<file path="config.mk">
export PLATFORM = sky130hd
export DESIGN_NAME = gbad_fifo
export DESIGN_NICKNAME = d
export VERILOG_FILES = /design/src/design/gbad_pkg.sv /design/src/design/gbad_fifo.sv
export VERILOG_INCLUDE_DIRS = /design/src /design/src/design
export SDC_FILE = /design/constraint.sdc
export NUM_CORES = 1
export LEC_CHECK = 0
export BUFFER_PORTS_ARGS = -buffer_cell sky130_fd_sc_hd__buf_4
export CORE_MARGIN = 2
export CORE_UTILIZATION = 60
export CTS_BUF_LIST = sky130_fd_sc_hd__clkbuf_8
export DETAILED_ROUTE_END_ITERATION = 8
export GPL_ROUTABILITY_DRIVEN = 1
export HOLD_SLACK_MARGIN = 0.1
export PLACE_DENSITY = 0.83
export SYNTH_ARGS = -nofsm -noshare
export SYNTH_HDL_FRONTEND = slang
export SYNTH_SLANG_ARGS = --single-unit
</file>
<file path="constraint.sdc">
create_clock -name clk_i -period 4.15 [get_ports clk_i]
set_clock_uncertainty 0.2 [all_clocks]
set_input_delay 0.2075 -clock clk_i [delete_from_list [all_inputs] [get_ports clk_i]]
set_output_delay 0.2075 -clock clk_i [all_outputs]
set_load 0.01 [all_outputs]
</file>
<file path="src/design/grid_block_average_downsampler_assert.svh">
// ----------------------------------------------------------------------------
// Assertion macros for the grid block average downsampler
// Clocked on clk_i, disabled while rst_ni is low unless noted.
// ----------------------------------------------------------------------------
`ifndef GRID_BLOCK_AVERAGE_DOWNSAMPLER_ASSERT_SVH
`define GRID_BLOCK_AVERAGE_DOWNSAMPLER_ASSERT_SVH
`ifndef NO_ASSERTIONS
`define GBAD_ASSERT(lbl, prop, msg) \
  lbl: assert property (@(posedge clk_i) disable iff (!rst_ni) prop) \
    else $error(msg);
`define GBAD_ASSERT_ALWAYS(lbl, prop, msg) \
  lbl: assert property (@(posedge clk_i) prop) else $error(msg);
`else
`define GBAD_ASSERT(lbl, prop, msg)
`define GBAD_ASSERT_ALWAYS(lbl, prop, msg)
`endif
`endif

</file>
<file path="src/design/gbad_pkg.sv">
// ----------------------------------------------------------------------------
// gbad_pkg
// Shared widths, register codes, state encoding and flag types.
// ----------------------------------------------------------------------------
package gbad_pkg;

  localparam int DATA_W       = 32;
  localparam int SIZE_W       = 9;
  localparam int STEP_W       = 4;
  localparam int COORD_W      = 8;
  localparam int CFG_IDX_W    = 2;
  localparam int CFG_DATA_W   = 9;
  localparam int DEF_MAX_DIM  = 256;
  localparam int DEF_MAX_STEP = 8;
  localparam int QUEUE_DEPTH  = 4;

  typedef enum logic [CFG_IDX_W-1:0] {
    REG_SIZE_X = 2'd0,
    REG_SIZE_Y = 2'd1,
    REG_SIZE_Z = 2'd2,
    REG_STEP   = 2'd3
  } cfg_reg_e;

  typedef enum logic [1:0] {
    BK_IDLE,
    BK_ACC,
    BK_DIV,
    BK_EMIT
  } back_state_e;

  typedef struct packed {
    logic first;
    logic last;
    logic done;
  } blk_flags_t;

endpackage

</file>
<file path="src/design/gbad_fifo.sv">
// ----------------------------------------------------------------------------
// gbad_fifo
// Short queue decoupling sample classification from accumulation.
// ----------------------------------------------------------------------------
`include "grid_block_average_downsampler_assert.svh"

module gbad_fifo #(
  parameter int WIDTH = 8,
  parameter int DEPTH = gbad_pkg::QUEUE_DEPTH,
  localparam int PTR_W = (DEPTH > 1) ? $clog2(DEPTH) : 1,
  localparam int CNT_W = $clog2(DEPTH + 1)
) (
  input  logic             clk_i,
  input  logic             rst_ni,
  input  logic             push_i,
  input  logic [WIDTH-1:0] data_i,
  input  logic             pop_i,
  output logic [WIDTH-1:0] data_o,
  output logic             full_o,
  output logic             empty_o
);
  logic [WIDTH-1:0] mem [DEPTH];
  logic [PTR_W-1:0] wr_q, rd_q;
  logic [CNT_W-1:0] count_q;

  assign full_o  = (count_q == CNT_W'(DEPTH));
  assign empty_o = (count_q == '0);
  assign data_o  = mem[rd_q];

  always_ff @(posedge clk_i) begin
    if (push_i) begin
      mem[wr_q] <= data_i;
    end
  end

  always_ff @(posedge clk_i or negedge rst_ni) begin
    if (!rst_ni) begin
      wr_q    <= '0;
      rd_q    <= '0;
      count_q <= '0;
    end else begin
      if (push_i) begin
        wr_q <= (wr_q == PTR_W'(DEPTH - 1)) ? '0 : wr_q + PTR_W'(1);
      end
      if (pop_i) begin
        rd_q <= (rd_q == PTR_W'(DEPTH - 1)) ? '0 : rd_q + PTR_W'(1);
      end
      if (push_i && !pop_i) begin
        count_q <= count_q + CNT_W'(1);
      end else if (pop_i && !push_i) begin
        count_q <= count_q - CNT_W'(1);
      end
    end
  end

  `GBAD_ASSERT(a_fifo_bound, count_q <= CNT_W'(DEPTH), "queue count beyond depth")
  `GBAD_ASSERT(a_fifo_fill, (push_i && !pop_i) |=> !empty_o, "queue lost a transaction")
  `GBAD_ASSERT(a_fifo_no_under, pop_i |-> !empty_o, "pop from an empty queue")

endmodule

</file>
* Yosys cells after proc, flatten, opt, wreduce, memory -nomap -nowiden
Memory sizes are Yosys's and may differ from the RTL's.
Cells that the tools add are included.
** Cells by class
- Reduce and logical (&&, ||, !) cells :: 6
- Add/sub/neg operators :: 4
- Equal/unequal tests :: 3
- Multiplexer cells :: 6
** Operators with widths (count)
- $mux W3 :: 2
- $add A2 B1 Y2 const B :: 2
- $eq A2 B2 Y1 const B :: 2
- $mux W2 :: 2
- $add A3 B1 Y3 const B :: 1
- $eq A3 B3 Y1 const B :: 1
- $logic_not A3 Y1 :: 1
- $sub A3 B1 Y3 const B :: 1
- $logic_and A1 B1 Y1 :: 2
- $logic_not A1 Y1 :: 2
- $mux W1 :: 2
- $reduce_bool A2 Y1 :: 1
** Storage, ports and cells
- Bits in writable memories :: 32
- Bits of input ports :: 12
- Output and inout bits :: 10
- Memories kept :: 1
- Register bits after elaboration :: 7
** Memory list
- mem :: words 4, width 8, read ports 1, clocked after memory_dff 0, wr ports 1, line gbad_fifo.sv:22 : logic [WIDTH-1:0] mem [DEPTH];

* Depth between registers and ports, before layout
- Depth in word-level cells :: 4
- Mapped depth :: 7

* Least setup slack after synthesis
No wires, ideal clock.
- Path kind :: reg2reg
- From :: reg count_q[0]
- To :: reg count_q[2]
- Path slack :: 2.655 ns
- Stages on the path, launching flop included :: 5
- Library setup time :: 0.079 ns
- Data required time :: 3.871 ns
- Data arrival time :: 1.216 ns
- Path through :: dfrtp_1 -> fa_1 -> xor2_1 -> nor2_1 -> xor2_1
** On the way
- Cells in the longest elaborated chain, start to end :: 3
** RTL lines
- start, declared :: line gbad_fifo.sv:24 : logic [CNT_W-1:0] count_q;
- start signal, assigned :: line gbad_fifo.sv:49 : count_q <= count_q + CNT_W'(1);
- start signal, assigned :: line gbad_fifo.sv:51 : count_q <= count_q - CNT_W'(1);
- $sub A3 B1 Y3 :: line gbad_fifo.sv:51
- $mux W3 :: line gbad_fifo.sv:50 : end else if (pop_i && !push_i) begin
- $mux W3 (*) :: line gbad_fifo.sv:48 : if (push_i && !pop_i) begin
Every way passes the cells marked *; elsewhere a longest branch is shown, timed or not. The select of a mux whose other input is x is not followed.
A chain may end at the register's enable or synchronous reset.

* Worst setup path in the final report
- From :: reg rd_q[0]
- To :: out data_o[2]
** On the way
- Cells in the longest elaborated chain, start to end :: 1
** RTL lines
- start, declared :: line gbad_fifo.sv:23 : logic [PTR_W-1:0] wr_q, rd_q;
- start signal, assigned :: line gbad_fifo.sv:46 : rd_q <= (rd_q == PTR_W'(DEPTH - 1)) ? '0 : rd_q + PTR_W'(1);
- $mem_v2 Z4 W8
- end, declared :: line gbad_fifo.sv:18 : output logic [WIDTH-1:0] data_o,
Every way passes these cells.

==> metrics.cfg <==
[setup_path]
cp-end-kind = output port
crit_fanout = 11
critPathLaunchType = flip-flop
startpoint = rd_q[0]$_DFFE_PN0P_
reg2reg_to = rd_q[0]$_DFFE_PN0P_
r2r_slack_ns = 2.52
crit_path_end = data_o[2]
reg2reg_depth = 3
required_ns = 3.74
reg2reg_from = rd_q[0]$_DFFE_PN0P_
cp.arrival_ns = 1.74
crit_type = reg2out

[finish]
final_cell_mix = 32 x edfxtp_1, 21 x buf_4, 13 x dlygate4sd3_1, 8 x mux4_2, 7 x dfrtp_1
area_growth_pct = 24.6
seqCellArea_sq_mm = 0.00114
n_antenna_cell = 0
fin_nets = 137
drive_gt1_share_pct = 32.2
multiInputGateArea_sq_um = 399
layout_commonest_cell = edfxtp_1
layout.cells.non_filler = 148
nFillCells = 140

[pwr]
p_switching_mw = 0.346
peakVddDrop_v = 0.000500
sequentialPowerShare_pct = 50.2
p_per_area_mw_per_mm2 = 606
power_frac_comb_pct = 30.5
leakagePower_nw = 0.745
swShare_pct = 29.2
clkPwrFrac_pct = 19.3
p_int_mw = 0.841

[die]
die_h_um = 55.2
fp.dieW_um = 55.2
dieArea_sq_mm = 0.00304
start_util_pct = 63.4
rows = 18
core_sq_mm = 0.00248
io_pins = 22

[timing]
timing.final.crit_period_ns = 2.14
relSlewSlack_pct = 60.6
max_freq_mhz = 466
tns_ns = 0
finalHoldViolations = 0
tightestPinTransition_ns = 0.592
fin_ws_ns = 2.01
finalMaxSlewViolations = 0
finalCritPeriodShare_pct = 51.7
grt_setup_unrepaired = no
setup_viol = 0
holdWs_ns = 0.295

[logic_synthesis]
syn-num-nets = 98
synthArstFlopShare_pct = 17.9
synth_sequential_area_ratio_pct = 72.4
synth_cell_types = 18
synth_area_sq_mm = 0.00157
synth_area_leaders = edfxtp_1 61%, mux4_2 11%, dfrtp_1 11%
synth_area_per_cell_sq_um = 19.9
synthFlopType = edfxtp_1
yosys_warnings = 0
ys_ff_latch = 39
yosysTopAreaCellShare_pct = 61.2
synth_edf_count = 32
syn_inst = 79
synth_top_area_cell = edfxtp_1

[grt]
grt_pass1_vias = 837
grt_max_degree = 12
antenna_found_initial = 0
grt_use_total_pct = 20.9
grt_overflow = 0
grt_pass1_wl_um = 3970

[placed_design]
place_inst = 128
port_buffers = 21
dp_hpwl_um = 1710
pre_cts_slack_ns = 2.28
gp_congestion = 0.657

[route]
vias_per_cell = 5.39
drtIter0Drc = 19
ant_nets = 0
drc = 0
dr.pass1.iters = 4
vias = 798
routedWlPerCell_um = 17.1
routed_wl_um = 2540

[clock_tree]
post_cts_buffers = 0
clock_path_buffers = 2
cts_tree = yes
insertion_delay_ns = 0.29
cts.sinks = 39
h-tree-depth = 2
clk_pin_slew_ns = 0.07
cts_buffers = 5
cts-root-buf = clkbuf_8

[run_status]
outcome = finished clean

[hold_path]
hp-class = reg2reg

[flow_run]
maxCapViolations = 0

## worst min-delay path by stage
stage,from,end,slack [ns],depth (start not counted)
6_report,count_q[2]$_DFFE_PN0P_,count_q[2]$_DFFE_PN0P_,0.29,1
5_1_grt,count_q[2]$_DFFE_PN0P_,count_q[2]$_DFFE_PN0P_,0.33,1
4_1_cts,count_q[2]$_DFFE_PN0P_,count_q[2]$_DFFE_PN0P_,0.29,1
3_5_place_dp,rst_ni,rd_q[1]$_DFFE_PN0P_,-0.17,1
3_3_place_gp,rst_ni,count_q[2]$_DFFE_PN0P_,-0.17,1
2_1_floorplan,rst_ni,count_q[0]$_DFFE_PN0P_,-0.29,0
## cell type report
class | instances | share of cell area [%]
Clock buffer | 5 | 3.52
Timing Repair Buffer | 34 | 14.7
Multi-Input combinational cell | 33 | 20.4
Clock inverter | 2 | 0.448
Inverter | 5 | 0.959
Sequential cell | 39 | 58.1
Tap cell | 30 | 1.92
## cell families (layout without fill, tap and decap cells)
| family | count (synthesis) | count (layout) | synth area share, % |
|---|---|---|---|
| AND/OR/NAND/NOR | 10 | 10 | 3.43 |
| multiplexers | 11 | 11 | 13.6 |
| adder cells (fa/ha/maj) | 7 | 7 | 6.06 |
| buffers and inverters | 7 | 46 | 2.23 |
| XOR/XNOR | 3 | 3 | 1.67 |
| flip-flops | 39 | 39 | 72.4 |
| AO/OA/AOI/OAI | 2 | 2 | 0.637 |
## routing by layer
| layer | up-vias | GRT usage [%] | wire length [um] |
|---|---|---|---|
| li1 | 379 | - | - |
| met1 | 393 | 26.5 | 1000 |
| met2 | 21 | 33.1 | 1350 |
| met3 | 5 | 8.06 | 139 |
| met4 | 0 | 7.32 | 39 |
| met5 | - | 0 | 0 |
## worst max-delay path: stages, from the launching register on
cell and delay [ns]:
dfrtp_1 0.72, mux4_2 0.58, buf_4 0.16
## power by group through the flow
stage / sequential [mW] / clock (mW) / combinational (mW)
2_1_floorplan: 0.554 / 0 / 0.268
3_3_place_gp: 0.601 / 0 / 0.339
3_5_place_dp: 0.608 / 0 / 0.356
4_1_cts: 0.600 / 0.234 / 0.369
5_1_grt: 0.613 / 0.250 / 0.400
6_report: 0.596 / 0.229 / 0.362
## Yosys cell counts (2+ instances only)
| master | count |
|---|---|
| and2_1 | 4 |
| dfrtp_1 | 7 |
| edfxtp_1 | 32 |
| ha_1 | 6 |
| inv_1 | 5 |
| mux2_2 | 3 |
| mux4_2 | 8 |
| nor2_1 | 2 |
| o21ai_0 | 2 |
| xor2_1 | 2 |
## through the flow
stage | instance area, sq um | utilization, % | power [mW]
after floorplan | 1570 | - | 0.822
after global placement | 1750 | 70.6 | 0.940
after detailed placement | 1750 | 70.6 | 0.964
after CTS | 1960 | 79.0 | 1.20
after global routing | 1960 | 79.0 | 1.26
final | 1960 | 79.0 | 1.19
## flip-flops by register name, indices dropped and copies added (netlist names)
signal / flops
mem: 32
count_q: 3
rd_q: 2
wr_q: 2
## timing repair
action / 4_1_cts / 5_1_grt
gates resized for setup: 0 / 0
hold buffers: 13 / 0
hold endpoints to repair: 43 / 0
Power figures use the tool's default switching activity.
