===== src/design/grid_block_average_downsampler_assert.svh =====
// ----------------------------------------------------------------------------
// Assertion macros for the grid block average downsampler
// Clocked on clk_i, disabled while rst_ni is low unless noted.
// ----------------------------------------------------------------------------
`ifndef GRID_BLOCK_AVERAGE_DOWNSAMPLER_ASSERT_SVH
`define GRID_BLOCK_AVERAGE_DOWNSAMPLER_ASSERT_SVH
`ifndef NO_ASSERTIONS
`define GBAD_ASSERT(lbl, prop, msg) \
  lbl: assert property (@(posedge clk_i) disable iff (!rst_ni) prop) \
    else $error(msg);
`define GBAD_ASSERT_ALWAYS(lbl, prop, msg) \
  lbl: assert property (@(posedge clk_i) prop) else $error(msg);
`else
`define GBAD_ASSERT(lbl, prop, msg)
`define GBAD_ASSERT_ALWAYS(lbl, prop, msg)
`endif
`endif


===== src/design/gbad_pkg.sv =====
// ----------------------------------------------------------------------------
// gbad_pkg
// Shared widths, register codes, state encoding and flag types.
// ----------------------------------------------------------------------------
package gbad_pkg;

  localparam int DATA_W       = 32;
  localparam int SIZE_W       = 9;
  localparam int STEP_W       = 4;
  localparam int COORD_W      = 8;
  localparam int CFG_IDX_W    = 2;
  localparam int CFG_DATA_W   = 9;
  localparam int DEF_MAX_DIM  = 256;
  localparam int DEF_MAX_STEP = 8;
  localparam int QUEUE_DEPTH  = 4;

  typedef enum logic [CFG_IDX_W-1:0] {
    REG_SIZE_X = 2'd0,
    REG_SIZE_Y = 2'd1,
    REG_SIZE_Z = 2'd2,
    REG_STEP   = 2'd3
  } cfg_reg_e;

  typedef enum logic [1:0] {
    BK_IDLE,
    BK_ACC,
    BK_DIV,
    BK_EMIT
  } back_state_e;

  typedef struct packed {
    logic first;
    logic last;
    logic done;
  } blk_flags_t;

endpackage


===== src/design/gbad_front.sv =====
// ----------------------------------------------------------------------------
// gbad_front
// Configuration registers, grid position tracking and sample classification.
// ----------------------------------------------------------------------------
module gbad_front #(
  parameter int MAX_DIM  = gbad_pkg::DEF_MAX_DIM,
  parameter int MAX_STEP = gbad_pkg::DEF_MAX_STEP,
  localparam int POS_W   = $clog2(MAX_DIM),
  localparam int AW      = 2 * POS_W,
  localparam int OFS_W   = (MAX_STEP > 1) ? $clog2(MAX_STEP) : 1,
  localparam int EXT_W   = $clog2(MAX_STEP + 1)
) (
  input  logic                                clk_i,
  input  logic                                rst_ni,
  input  logic                                cfg_valid_i,
  output logic                                cfg_ready_o,
  input  logic [gbad_pkg::CFG_IDX_W-1:0]      cfg_index_i,
  input  logic [gbad_pkg::CFG_DATA_W-1:0]     cfg_data_i,
  input  logic                                in_valid_i,
  output logic                                in_stall_o,
  input  logic                                q_full_i,
  output logic                                push_o,
  output logic [AW-1:0]                       idx_o,
  output logic [gbad_pkg::COORD_W-1:0]        coarse_x_o,
  output logic [gbad_pkg::COORD_W-1:0]        coarse_y_o,
  output logic [gbad_pkg::COORD_W-1:0]        coarse_z_o,
  output logic [2*EXT_W-1:0]                  ext_xy_o,
  output logic [EXT_W-1:0]                    ext_z_o,
  output gbad_pkg::blk_flags_t                flags_o
);
  import gbad_pkg::*;

  logic [SIZE_W-1:0] size_x_q, size_y_q, size_z_q;
  logic [STEP_W-1:0] step_q;
  logic [POS_W-1:0]  x_q, y_q, z_q, x_d, y_d, z_d;
  logic [POS_W-1:0]  bx_q, by_q, bz_q, bx_d, by_d, bz_d;
  logic [OFS_W-1:0]  ox_q, oy_q, oz_q, ox_d, oy_d, oz_d;
  logic [AW-1:0]     idx_q, idx_d, row_q, row_d;
  logic [POS_W-1:0]  nx_m1, ny_m1, nz_m1;
  logic [OFS_W-1:0]  s_m1;
  logic              cfg_we;
  logic              x_end, y_end, z_end;
  logic [EXT_W-1:0]  ext_x, ext_y;

  function automatic logic [POS_W-1:0] eff_m1(input logic [SIZE_W-1:0] v);
    logic [POS_W-1:0] r;
    if (v == '0) begin
      r = '0;
    end else if (32'(v) > MAX_DIM) begin
      r = POS_W'(MAX_DIM - 1);
    end else begin
      r = POS_W'(v - SIZE_W'(1));
    end
    return r;
  endfunction

  assign nx_m1 = eff_m1(size_x_q);
  assign ny_m1 = eff_m1(size_y_q);
  assign nz_m1 = eff_m1(size_z_q);

  always_comb begin
    if (step_q == '0) begin
      s_m1 = '0;
    end else if (32'(step_q) > MAX_STEP) begin
      s_m1 = OFS_W'(MAX_STEP - 1);
    end else begin
      s_m1 = OFS_W'(step_q - STEP_W'(1));
    end
  end

  assign cfg_ready_o = 1'b1;
  assign cfg_we      = cfg_valid_i && cfg_ready_o;
  assign in_stall_o  = q_full_i;
  assign push_o      = in_valid_i && !q_full_i;

  assign x_end = (x_q == nx_m1);
  assign y_end = (y_q == ny_m1);
  assign z_end = (z_q == nz_m1);

  assign flags_o.first = (ox_q == '0) && (oy_q == '0) && (oz_q == '0);
  assign flags_o.last  = ((ox_q == s_m1) || x_end) && ((oy_q == s_m1) || y_end) &&
                         ((oz_q == s_m1) || z_end);
  assign flags_o.done  = x_end && y_end && z_end;

  assign ext_x    = EXT_W'(ox_q) + EXT_W'(1);
  assign ext_y    = EXT_W'(oy_q) + EXT_W'(1);
  assign ext_z_o  = EXT_W'(oz_q) + EXT_W'(1);
  assign ext_xy_o = (2*EXT_W)'(ext_x) * (2*EXT_W)'(ext_y);

  assign idx_o      = idx_q;
  assign coarse_x_o = COORD_W'(bx_q);
  assign coarse_y_o = COORD_W'(by_q);
  assign coarse_z_o = COORD_W'(bz_q);

  always_comb begin
    x_d = x_q;  y_d = y_q;  z_d = z_q;
    bx_d = bx_q; by_d = by_q; bz_d = bz_q;
    ox_d = ox_q; oy_d = oy_q; oz_d = oz_q;
    idx_d = idx_q; row_d = row_q;
    if (cfg_we) begin
      x_d = '0;  y_d = '0;  z_d = '0;
      bx_d = '0; by_d = '0; bz_d = '0;
      ox_d = '0; oy_d = '0; oz_d = '0;
      idx_d = '0; row_d = '0;
    end else if (push_o) begin
      if (!z_end) begin
        z_d = z_q + POS_W'(1);
        if (oz_q == s_m1) begin
          oz_d  = '0;
          bz_d  = bz_q + POS_W'(1);
          idx_d = idx_q + AW'(1);
        end else begin
          oz_d = oz_q + OFS_W'(1);
        end
      end else begin
        z_d = '0; oz_d = '0; bz_d = '0;
        if (!y_end) begin
          y_d = y_q + POS_W'(1);
          if (oy_q == s_m1) begin
            oy_d  = '0;
            by_d  = by_q + POS_W'(1);
            idx_d = idx_q + AW'(1);
            row_d = idx_q + AW'(1);
          end else begin
            oy_d  = oy_q + OFS_W'(1);
            idx_d = row_q;
          end
        end else begin
          y_d = '0; oy_d = '0; by_d = '0;
          idx_d = '0; row_d = '0;
          if (!x_end) begin
            x_d = x_q + POS_W'(1);
            if (ox_q == s_m1) begin
              ox_d = '0;
              bx_d = bx_q + POS_W'(1);
            end else begin
              ox_d = ox_q + OFS_W'(1);
            end
          end else begin
            x_d = '0; ox_d = '0; bx_d = '0;
          end
        end
      end
    end
  end

  always_ff @(posedge clk_i or negedge rst_ni) begin
    if (!rst_ni) begin
      size_x_q <= SIZE_W'(1);
      size_y_q <= SIZE_W'(1);
      size_z_q <= SIZE_W'(1);
      step_q   <= STEP_W'(1);
    end else if (cfg_we) begin
      unique case (cfg_reg_e'(cfg_index_i))
        REG_SIZE_X: size_x_q <= cfg_data_i[SIZE_W-1:0];
        REG_SIZE_Y: size_y_q <= cfg_data_i[SIZE_W-1:0];
        REG_SIZE_Z: size_z_q <= cfg_data_i[SIZE_W-1:0];
        REG_STEP:   step_q   <= cfg_data_i[STEP_W-1:0];
      endcase
    end
  end

  always_ff @(posedge clk_i or negedge rst_ni) begin
    if (!rst_ni) begin
      x_q <= '0;  y_q <= '0;  z_q <= '0;
      bx_q <= '0; by_q <= '0; bz_q <= '0;
      ox_q <= '0; oy_q <= '0; oz_q <= '0;
      idx_q <= '0; row_q <= '0;
    end else begin
      x_q <= x_d;  y_q <= y_d;  z_q <= z_d;
      bx_q <= bx_d; by_q <= by_d; bz_q <= bz_d;
      ox_q <= ox_d; oy_q <= oy_d; oz_q <= oz_d;
      idx_q <= idx_d; row_q <= row_d;
    end
  end

endmodule


===== config.mk =====
export PLATFORM = sky130hd
export DESIGN_NAME = gbad_front
export DESIGN_NICKNAME = d
export VERILOG_FILES = /design/src/design/grid_block_average_downsampler_assert.svh /design/src/design/gbad_pkg.sv /design/src/design/gbad_front.sv
export SDC_FILE = /design/constraint.sdc
export NUM_CORES = 1
export LEC_CHECK = 0
export BUFFER_PORTS_ARGS = -buffer_cell sky130_fd_sc_hd__buf_4
export CELL_PAD_IN_SITES_DETAIL_PLACEMENT = 1
export CELL_PAD_IN_SITES_GLOBAL_PLACEMENT = 1
export CORE_UTILIZATION = 50
export CTS_BUF_LIST = sky130_fd_sc_hd__clkbuf_2 sky130_fd_sc_hd__clkbuf_4 sky130_fd_sc_hd__clkbuf_8
export CTS_CLUSTER_SIZE = 8
export DETAILED_ROUTE_END_ITERATION = 8
export MAX_ROUTING_LAYER = met4
export PLACE_DENSITY = 0.95
export SLEW_MARGIN = 10
export SYNTH_ARGS = -nofsm -noshare
export SYNTH_HDL_FRONTEND = slang
export SYNTH_SLANG_ARGS = --single-unit

===== constraint.sdc =====
create_clock -name clk_i -period 5.8 [get_ports clk_i]
set_input_delay 0.58 -clock clk_i [delete_from_list [all_inputs] [get_ports clk_i]]
set_output_delay 0.58 -clock clk_i [all_outputs]
set_load 0.02 [all_outputs]

# Yosys cells after proc, flatten, opt, wreduce, memory -nomap -nowiden
# Cells that the tools add are included.
[totals]
ff_bits = 120
in_bits = 16
out_inout_bits = 58
elab_cells = 139
[classes]
n_addsub = 17
mul = 1
n_lt_le_gt_ge = 4
n_eq_ne = 9
n_mux = 59
n_reduce_logical = 34
[op_table]
columns = ["op", "count"]
rows = [
  ["2-to-1 mux 8 bit", 33],
  ["2-to-1 mux 16 bit", 9],
  ["2-to-1 mux 3 bit", 17],
  ["adder 8 x 1 -> 8 bit, second input constant", 6],
  ["> comparator 9 bit, second input constant", 3],
  ["zero test 9 bit", 3],
  ["== test 8 bit", 3],
  ["subtractor 8 x 1 -> 8 bit, second input constant", 3],
  ["adder 16 x 1 -> 16 bit, second input constant", 1],
  ["adder 3 x 1 -> 4 bit, second input constant", 3],
  ["AND reduction 2 bit", 6],
  ["adder 3 x 1 -> 3 bit, second input constant", 3],
  ["== test 3 bit", 3],
  ["zero test 3 bit", 3],
  ["nonzero test 3 bit", 3],
  ["multiplier 4 x 4 -> 8 bit", 1],
  ["logical AND 1 bit", 7],
  ["AND reduction 3 bit", 2],
  ["nonzero test 2 bit", 3],
  ["== test 2 bit, second input constant", 2],
  ["> comparator 4 bit, second input constant", 1],
  ["zero test 4 bit", 1],
  ["AND reduction 4 bit", 1],
  ["logical OR 1 bit", 3],
  ["other kinds (4)", 4],
]

# Logic depth before layout (Yosys ltp)
# Gate-level depths: netlist of the first run.
[depth]
word_depth = 10
ltp_mapped = 15
mapped_depth_nobuf = 14

# Worst setup path before layout of the first run
# Ideal clock, no wire load.
[synth_path]
path_kind = "register -> output"
start = "reg ox_q[0]"
end = "out ext_xy_o[7]"
arrival_time_ns = 3.257
required_ns = 5.220
path_slack_ns = 1.963
path_stages_with_launch = 14
n_path_buf = 1
path_cell_list = "dfrtp_1 -> clkbuf_1 -> inv_1 -> ha_1 -> nand2b_1 -> fa_1 -> fa_1 -> inv_1 -> ha_1 -> a21o_1 -> a21oi_1 -> o21bai_1 -> a21oi_1 -> xnor2_1"
[synth_via]
elab_chain_len = 2
[synth_lines]
columns = ["element", "line_no", "rtl"]
rows = [
  ["start: declaration", "gbad_front.sv:37", "logic [OFS_W-1:0] ox_q, oy_q, oz_q, ox_d, oy_d, oz_d;"],
  ["start signal: assignment", "gbad_front.sv:167", "ox_q <= '0; oy_q <= '0; oz_q <= '0;"],
  ["start signal: assignment", "gbad_front.sv:172", "ox_q <= ox_d; oy_q <= oy_d; oz_q <= oz_d;"],
  ["adder 3 x 1 -> 4 bit", "gbad_front.sv:85", "assign ext_x = EXT_W'(ox_q) + EXT_W'(1);"],
  ["multiplier 4 x 4 -> 8 bit", "gbad_front.sv:88", "assign ext_xy_o = (2*EXT_W)'(ext_x) * (2*EXT_W)'(ext_y);"],
  ["end: declaration", "gbad_front.sv:27", "output logic [2*EXT_W-1:0] ext_xy_o,"],
]
# Every way passes these cells.

# Final worst setup path of the first run
# Same ends and word-level chain as after synthesis.

==> results of run 1 <==
==> synthesized netlist by cell type, drive strengths merged (9+ instances only) <==
cell | number | area share [%]
nand2b | 24 | 1.9
ha | 29 | 4.6
nor2 | 65 | 3.1
buf | 21 | 1.6
nand3 | 34 | 2.1
o31ai | 15 | 1.6
or4 | 9 | 0.85
nor2b | 15 | 1.2
nor3 | 18 | 1.2
dfrtp | 116 | 36
a21oi | 37 | 2.3
o21ai | 89 | 5.6
clkbuf | 26 | 1.2
inv | 46 | 2.2
xor2 | 12 | 1.3
and3 | 15 | 1.2
xnor2 | 29 | 3.2
a31oi | 14 | 1.1
a211oi | 9 | 0.91
or3 | 15 | 1.2
nand4 | 14 | 1.2
nand2 | 68 | 3.3
nor4b | 9 | 0.99
mux2 | 31 | 4.4
==> logic make-up after synthesis <==
logic type | Yosys count
muxes | 36
DFF | 120
xor gates and xnor gates | 41
adders and majority gates | 34
and+or+nand+nor | 317
other | 1
AOI/OAI and AO/OA | 245
buffers and inverters | 93
==> worst max-delay path, stage by stage (launching register included) <==
cell and delay (ps):
dfrtp_1 510, ha_1 310, xnor2_1 370, nand2b_1 180, fa_1 450, fa_1 560
inv_1 70, ha_1 290, a21o_1 160, a21oi_1 240, o21bai_1 90, a21oi_1 170
xnor2_1 140, buf_4 160
==> routing by layer <==
metal  vias to the layer above  wire length [um]  part of all wire, %
met5                         -                 0                    0
met4                         0               478                  2.0
met3                        47              1140                  4.8
met2                       196             11680                   49
met1                      3686             10450                   44
li1                       3326                 -                    -
==> per-stage QoR <==
step                hold slack [ps]  area, um2
global route                  182.0       8980
CTS                           153.6       8976
floorplan                     284.4       7966
global placement              463.2       8582
finish                        136.7       8980
detailed placement            471.9       8582
==> flip-flops by register name, summed over array words and instances (netlist names) <==
register	flops
idx_o	16
row_q	16
size_x_q	9
size_y_q	9
size_z_q	9
coarse_x_o	8
coarse_y_o	8
coarse_z_o	8
x_q	8
y_q	8
z_q	8
step_q	4
ox_q	3
oy_q	3
oz_q	3
==> where the power goes <==
part	switching (mW)	internal, mW
Combinational	0.515	0.356
Sequential	0.188	0.942
Clock	0.369	0.406
==> final cells by class <==
| cell class | instances | share of cell area, % |
|---|---|---|
| multi-input cells | 674 | 50.90 |
| flip-flops and latches | 120 | 33.50 |
| repair buffers | 76 | 6.354 |
| clock buffers | 20 | 2.996 |
| well taps | 211 | 2.940 |
| inverters | 46 | 1.923 |
| clock inverters | 12 | 1.393 |
==> worst paths after layout <==
path | cells after the start | startpoint | to
min in group clk_i | 3 | cfg_data_i[0] | size_x_q[0]
max | 13 | ox_q[0] | ext_xy_o[7]
min | 1 | rst_ni | size_x_q[8]
min reg2reg | 2 | row_q[4] | row_q[4]
max reg2reg | 11 | size_z_q[1] | row_q[6]
max in group asynchronous | 2 | rst_ni | size_y_q[4]
==> metrics.txt, run 1 <==
leak pwr=between 3 and 4 nW; status=complete, no violations; Initial DRC Count=approximately 400; post-layout min period=4759 ps; Routed Antenna Nets=0; Hold Vio Cnt, Final=0; IO Port Bufs=72; Setup TNS Final=0 ps; FFs w/ async S/R, synth=100.0%; f_max=210.1 MHz; final non-filler cell total=around 1.2k; fin crit share=between 80 and 90%; post-synthesis xor/xnor area fraction=~4.5%; nets=984; Post-Place Cells=roughly 1.1k; Site Rows=45; GRT overflow=0; Final Max Tran Viols=0; width of the die=128.2 um; clock buffer count from CTS=17; Final Power=~2.8 mW; final setup fails=0; worst clock skew=10.67 ps; fillers=1,791; drt wl/cell=approximately 20 um; drt first pass iters=5; layout cells sized above 1=17.41%; grt met1 use=39.13%; largest family of logic cells by synthesized area=simple AND/OR/NAND/NOR gates; Pwr Density=between 300 and 400 nW/um2; post-synthesis mux area share=5.010%; GRT Overall Usage=around a third; commonest non-fill, non-tap cells in the layout=dfrtp_1, buf_4, o21ai_0; CTS resizes=0; Cell Area, Synth=7966 um2; Max IR drop VDD=about 0.19 mV; Hold Buf Count CTS=0; register area share after synthesis=a little under two fifths; GRT Max-Usage Layer=met2; clk sink count=120; Via Count=7,255; RSZ-0062 raised after global routing=no; DRC=0; Netlist cell types=89; clk slew on worst S/H paths=roughly 70 ps; Setup crit start kind=flip-flop; pre-CTS worst setup slack=approximately 1300 ps; die area=between 15,000 and 20,000 um2; Net Count, Synth=around 940; post-route setup slack=around 1000 ps; final core utilization=between 50% and 60%; reg-to-reg setup timing slack=1200 ps; CTS root buffer=clkbuf_8; crit path max fanout=12; Post-CTS Setup Repair Bufs=0; register area=3008 um2; Post-synth EDFFs=0; diode count=0; CP arrival=4180 ps; Max Cap Violations=0; Setup crit end kind=primary output; Syn Inst Count=887; Max-slew headroom=between 20% and 30%; worst-margin pin slew=1111 ps; GRT met2 Usage=around 51%; starting density of the core=51.83%; Yosys reg bits=120; met3 GRT Util=6.386%; pin count of the biggest net entering global routing=73; initial antenna violation count=0; average size of a mapped cell=approximately 9 um2; first-pass GRT wire length=a little under 40,000 um; number of synthesis warnings=0; clock latency on the worst-skew pair=about 470 ps; Multi-input gate area=between 4000 and 5000 um2; via-per-instance ratio=~6.3; Die Y=128.2 um; GP Congestion=around 0.84; Post-Synth Simple-Gate Area=21.49%; dominant synthesized flop cell=dfrtp_1; vias in the first global route=~7.5k; Top Ports=74; Core Area=between 15,000 and 20,000 um2; CTS tree=yes; complex-gate fraction of the synthesized area=about 21%; clk buf depth=2; commonest non-fill, non-tap cell in the layout=dfrtp_1; critical path required time=approximately 5200 ps; Post-Synth Adder-Cell Area=between 5 and 6%; HP Class=primary input to asynchronous set/reset pin; crit path kind=flip-flop to primary output; DRT Wirelength=between 20,000 and 25,000 um; area delta synth->final=12.72%; # H-tree levels=4; Post-DP HPWL=~16,000 um
(Power assumes the default switching activity.)
==> inputs of run 2 (changes only) <==
--- a/config.mk
+++ b/config.mk
@@ -8,12 +8,12 @@
 export BUFFER_PORTS_ARGS = -buffer_cell sky130_fd_sc_hd__buf_4
 export CELL_PAD_IN_SITES_DETAIL_PLACEMENT = 1
 export CELL_PAD_IN_SITES_GLOBAL_PLACEMENT = 1
-export CORE_UTILIZATION = 50
+export CORE_UTILIZATION = 48
 export CTS_BUF_LIST = sky130_fd_sc_hd__clkbuf_2 sky130_fd_sc_hd__clkbuf_4 sky130_fd_sc_hd__clkbuf_8
 export CTS_CLUSTER_SIZE = 8
 export DETAILED_ROUTE_END_ITERATION = 8
 export MAX_ROUTING_LAYER = met4
-export PLACE_DENSITY = 0.95
+export PLACE_DENSITY = 0.93
 export SLEW_MARGIN = 10
 export SYNTH_ARGS = -nofsm -noshare
 export SYNTH_HDL_FRONTEND = slang
==> constraint.sdc (replaced) <==
create_clock -name clk_i -period 4.4 [get_ports clk_i]
set_input_delay 0.44 -clock clk_i [delete_from_list [all_inputs] [get_ports clk_i]]
set_output_delay 0.44 -clock clk_i [all_outputs]
set_load 0.02 [all_outputs]
==> run 2 against run 1 <==
First-iteration DRC count is 42% higher. Cell area increased by 3.5%. Setup slack lost 1200 ps. Via count up 4.3%. Clock skew rose by 6.9 ps. Worst hold slack improved by 110 ps. Power increased by 42%. Largest cell class unchanged. The flow now finishes with violations (negative setup slack). Sequential power up 32%.
==> metrics.txt, run 2 (same netlist as run 1, synthesis figures left out) <==
crit path max fanout=6; DRT Wirelength=around 26,000 um; Max Cap Violations=0; leak pwr=approximately 4.0 nW; area delta synth->final=16.66%; fin crit share=102.6%; final core utilization=between 50% and 60%; Routed Antenna Nets=0; Hold Path Cell Cnt=2; vias in the first global route=7,619; Hold Vio Cnt, Final=0; HP Class=primary input to flip-flop; drt wl/cell=roughly 22 um; CP dominant cell by count=fa_1; Site Rows=46; DRC=0; diode count=0; Via Count=7,567; Top Ports=74; CP arrival=approximately 4100 ps; Post-DP HPWL=~17,000 um; post-layout min period=~4500 ps; pin count of the biggest net entering global routing=between 50 and 60; worst clock skew=between 15 and 20 ps; GRT overflow=0; GRT Overall Usage=just over 30%; Setup crit end kind=primary output; IO Port Bufs=between 70 and 80; commonest non-fill, non-tap cells in the layout=dfrtp_1, buf_4, o21ai_0; post-route setup slack=-113.5 ps; status=complete, but fails checks; worst-margin pin slew=~900 ps; Setup crit start kind=flip-flop; failing checks=negative setup slack; Pwr Density=424.6 nW/um2; clk slew on worst S/H paths=90 ps; Core Area=roughly 16,000 um2; clock latency on the worst-skew pair=approximately 470 ps; fillers=1,845; first-pass GRT wire length=39,680 um; Worst path top cell family by delay=adder cells; starting density of the core=between 40% and 50%; Max-slew headroom=around two fifths; reg2reg path depth=12; nets=between 1k and 1.5k; Final Max Tran Viols=0; Buf/Inv on CP=2; clock buffer count from CTS=17; critical path depth=13; width of the die=between 100 and 150 um; critical path cell sequence=ha_2 > xnor2_2 > nand2b_1 > fa_1 > fa_1 > inv_1 > ha_1 > a21o_1 > a21oi_2 > o21bai_1 > a21oi_1 > xnor2_1 > buf_4; f_max=about 220 MHz; max incr delay on CP=about 630 ps; Initial DRC Count=roughly 570; clk sink count=120; clk buf depth=2; initial antenna violation count=0; hold_ws=245.1 ps; CTS tree=yes; Slowest cell on crit path=fa_1; drt first pass iters=5; final setup fails=2; via-per-instance ratio=6.375; crit path kind=flip-flop to primary output; critical path required time=between 3000 and 4000 ps; CTS root buffer=clkbuf_8; # H-tree levels=4; die area=17,120 um2; layout cells sized above 1=between 20% and 30%; commonest non-fill, non-tap cell in the layout=dfrtp_1; Die Y=~130 um; Max IR drop VDD=about 0.28 mV; GP Congestion=~0.85
[run 2: cell types whose count changed in the layout (fill, tap and decap cells not counted), sizes merged]
| cell | delta |
|---|---|
| buf | +21 |
| dlygate4sd3 | +1 |
| clkbuf | +4 |
| clkinv | -2 |
| bufinv | +3 |
| clkinvlp | -3 |
| inv | -1 |
[run 2: layout make-up]
class / instances / area, um2 / area share (%)
Tap cell: 216 / 270.3 / 2.908
Timing Repair Buffer: 99 / 747.0 / 8.037
Inverter: 46 / 172.7 / 1.858
Clock buffer: 23 / 291.5 / 3.137
Multi-Input combinational cell: 674 / 4631 / 49.82
Sequential cell: 120 / 3012 / 32.40
Clock inverter: 9 / 170.2 / 1.831
[run 2: metrics by stage]
step                      worst slack (ps)  instance area (um2)  power, mW  cells  setup TNS, ps
after floorplan                      703.1                 7966      2.242    887              0
after detailed placement             390.6                 8708      2.652   1148              0
after CTS                            12.56                 9200      3.874   1181              0
final                               -113.5                 9294      3.946   1187         -129.9
after global routing                -207.4                 9294      4.126   1187         -337.5
after global placement               558.5                 8708      2.578   1148              0
[run 2: metal layers]
metal / part of all wire [%] / routed length, um / track usage, %
met5: 0 / 0 / -
met4: 3.2 / 845 / 10.48
met3: 4.5 / 1167 / 5.578
met2: 50 / 13030 / 52.35
met1: 42 / 10980 / 37.70
[run 2: power by group]
group	switching [mW]	internal (mW)	total, mW
clock network	0.480	0.726	1.21
logic	0.741	0.507	1.25
registers	0.248	1.24	1.49
[run 2: final timing paths]
path / from / to / slack, ps
max: oy_q[0] / ext_xy_o[7] / -110
min: cfg_data_i[4] / size_y_q[4] / 250
max reg2reg: size_y_q[1] / idx_o[10] / 550
min reg2reg: row_q[0] / row_q[0] / 480
max in group asynchronous: rst_ni / oy_q[0] / 2850
min in group asynchronous: rst_ni / size_y_q[4] / 480
[run 2: worst reg2reg max path: cells and delay by family (launching register included)]
family | cells | cell delay, ps
compound gates | 3 | 1100
fa+ha+maj | 1 | 240
buf+inv | 2 | 310
flops | 1 | 420
simple gates | 6 | 1660
[run 2: timing repair]
item,4_1_cts,5_1_grt
gates resized for setup,5,14
pin swaps,0,2
hold buffers,1,0
buffers inserted,0,6
endpoints found under the hold margin,29,0
setup endpoints to repair,3,4
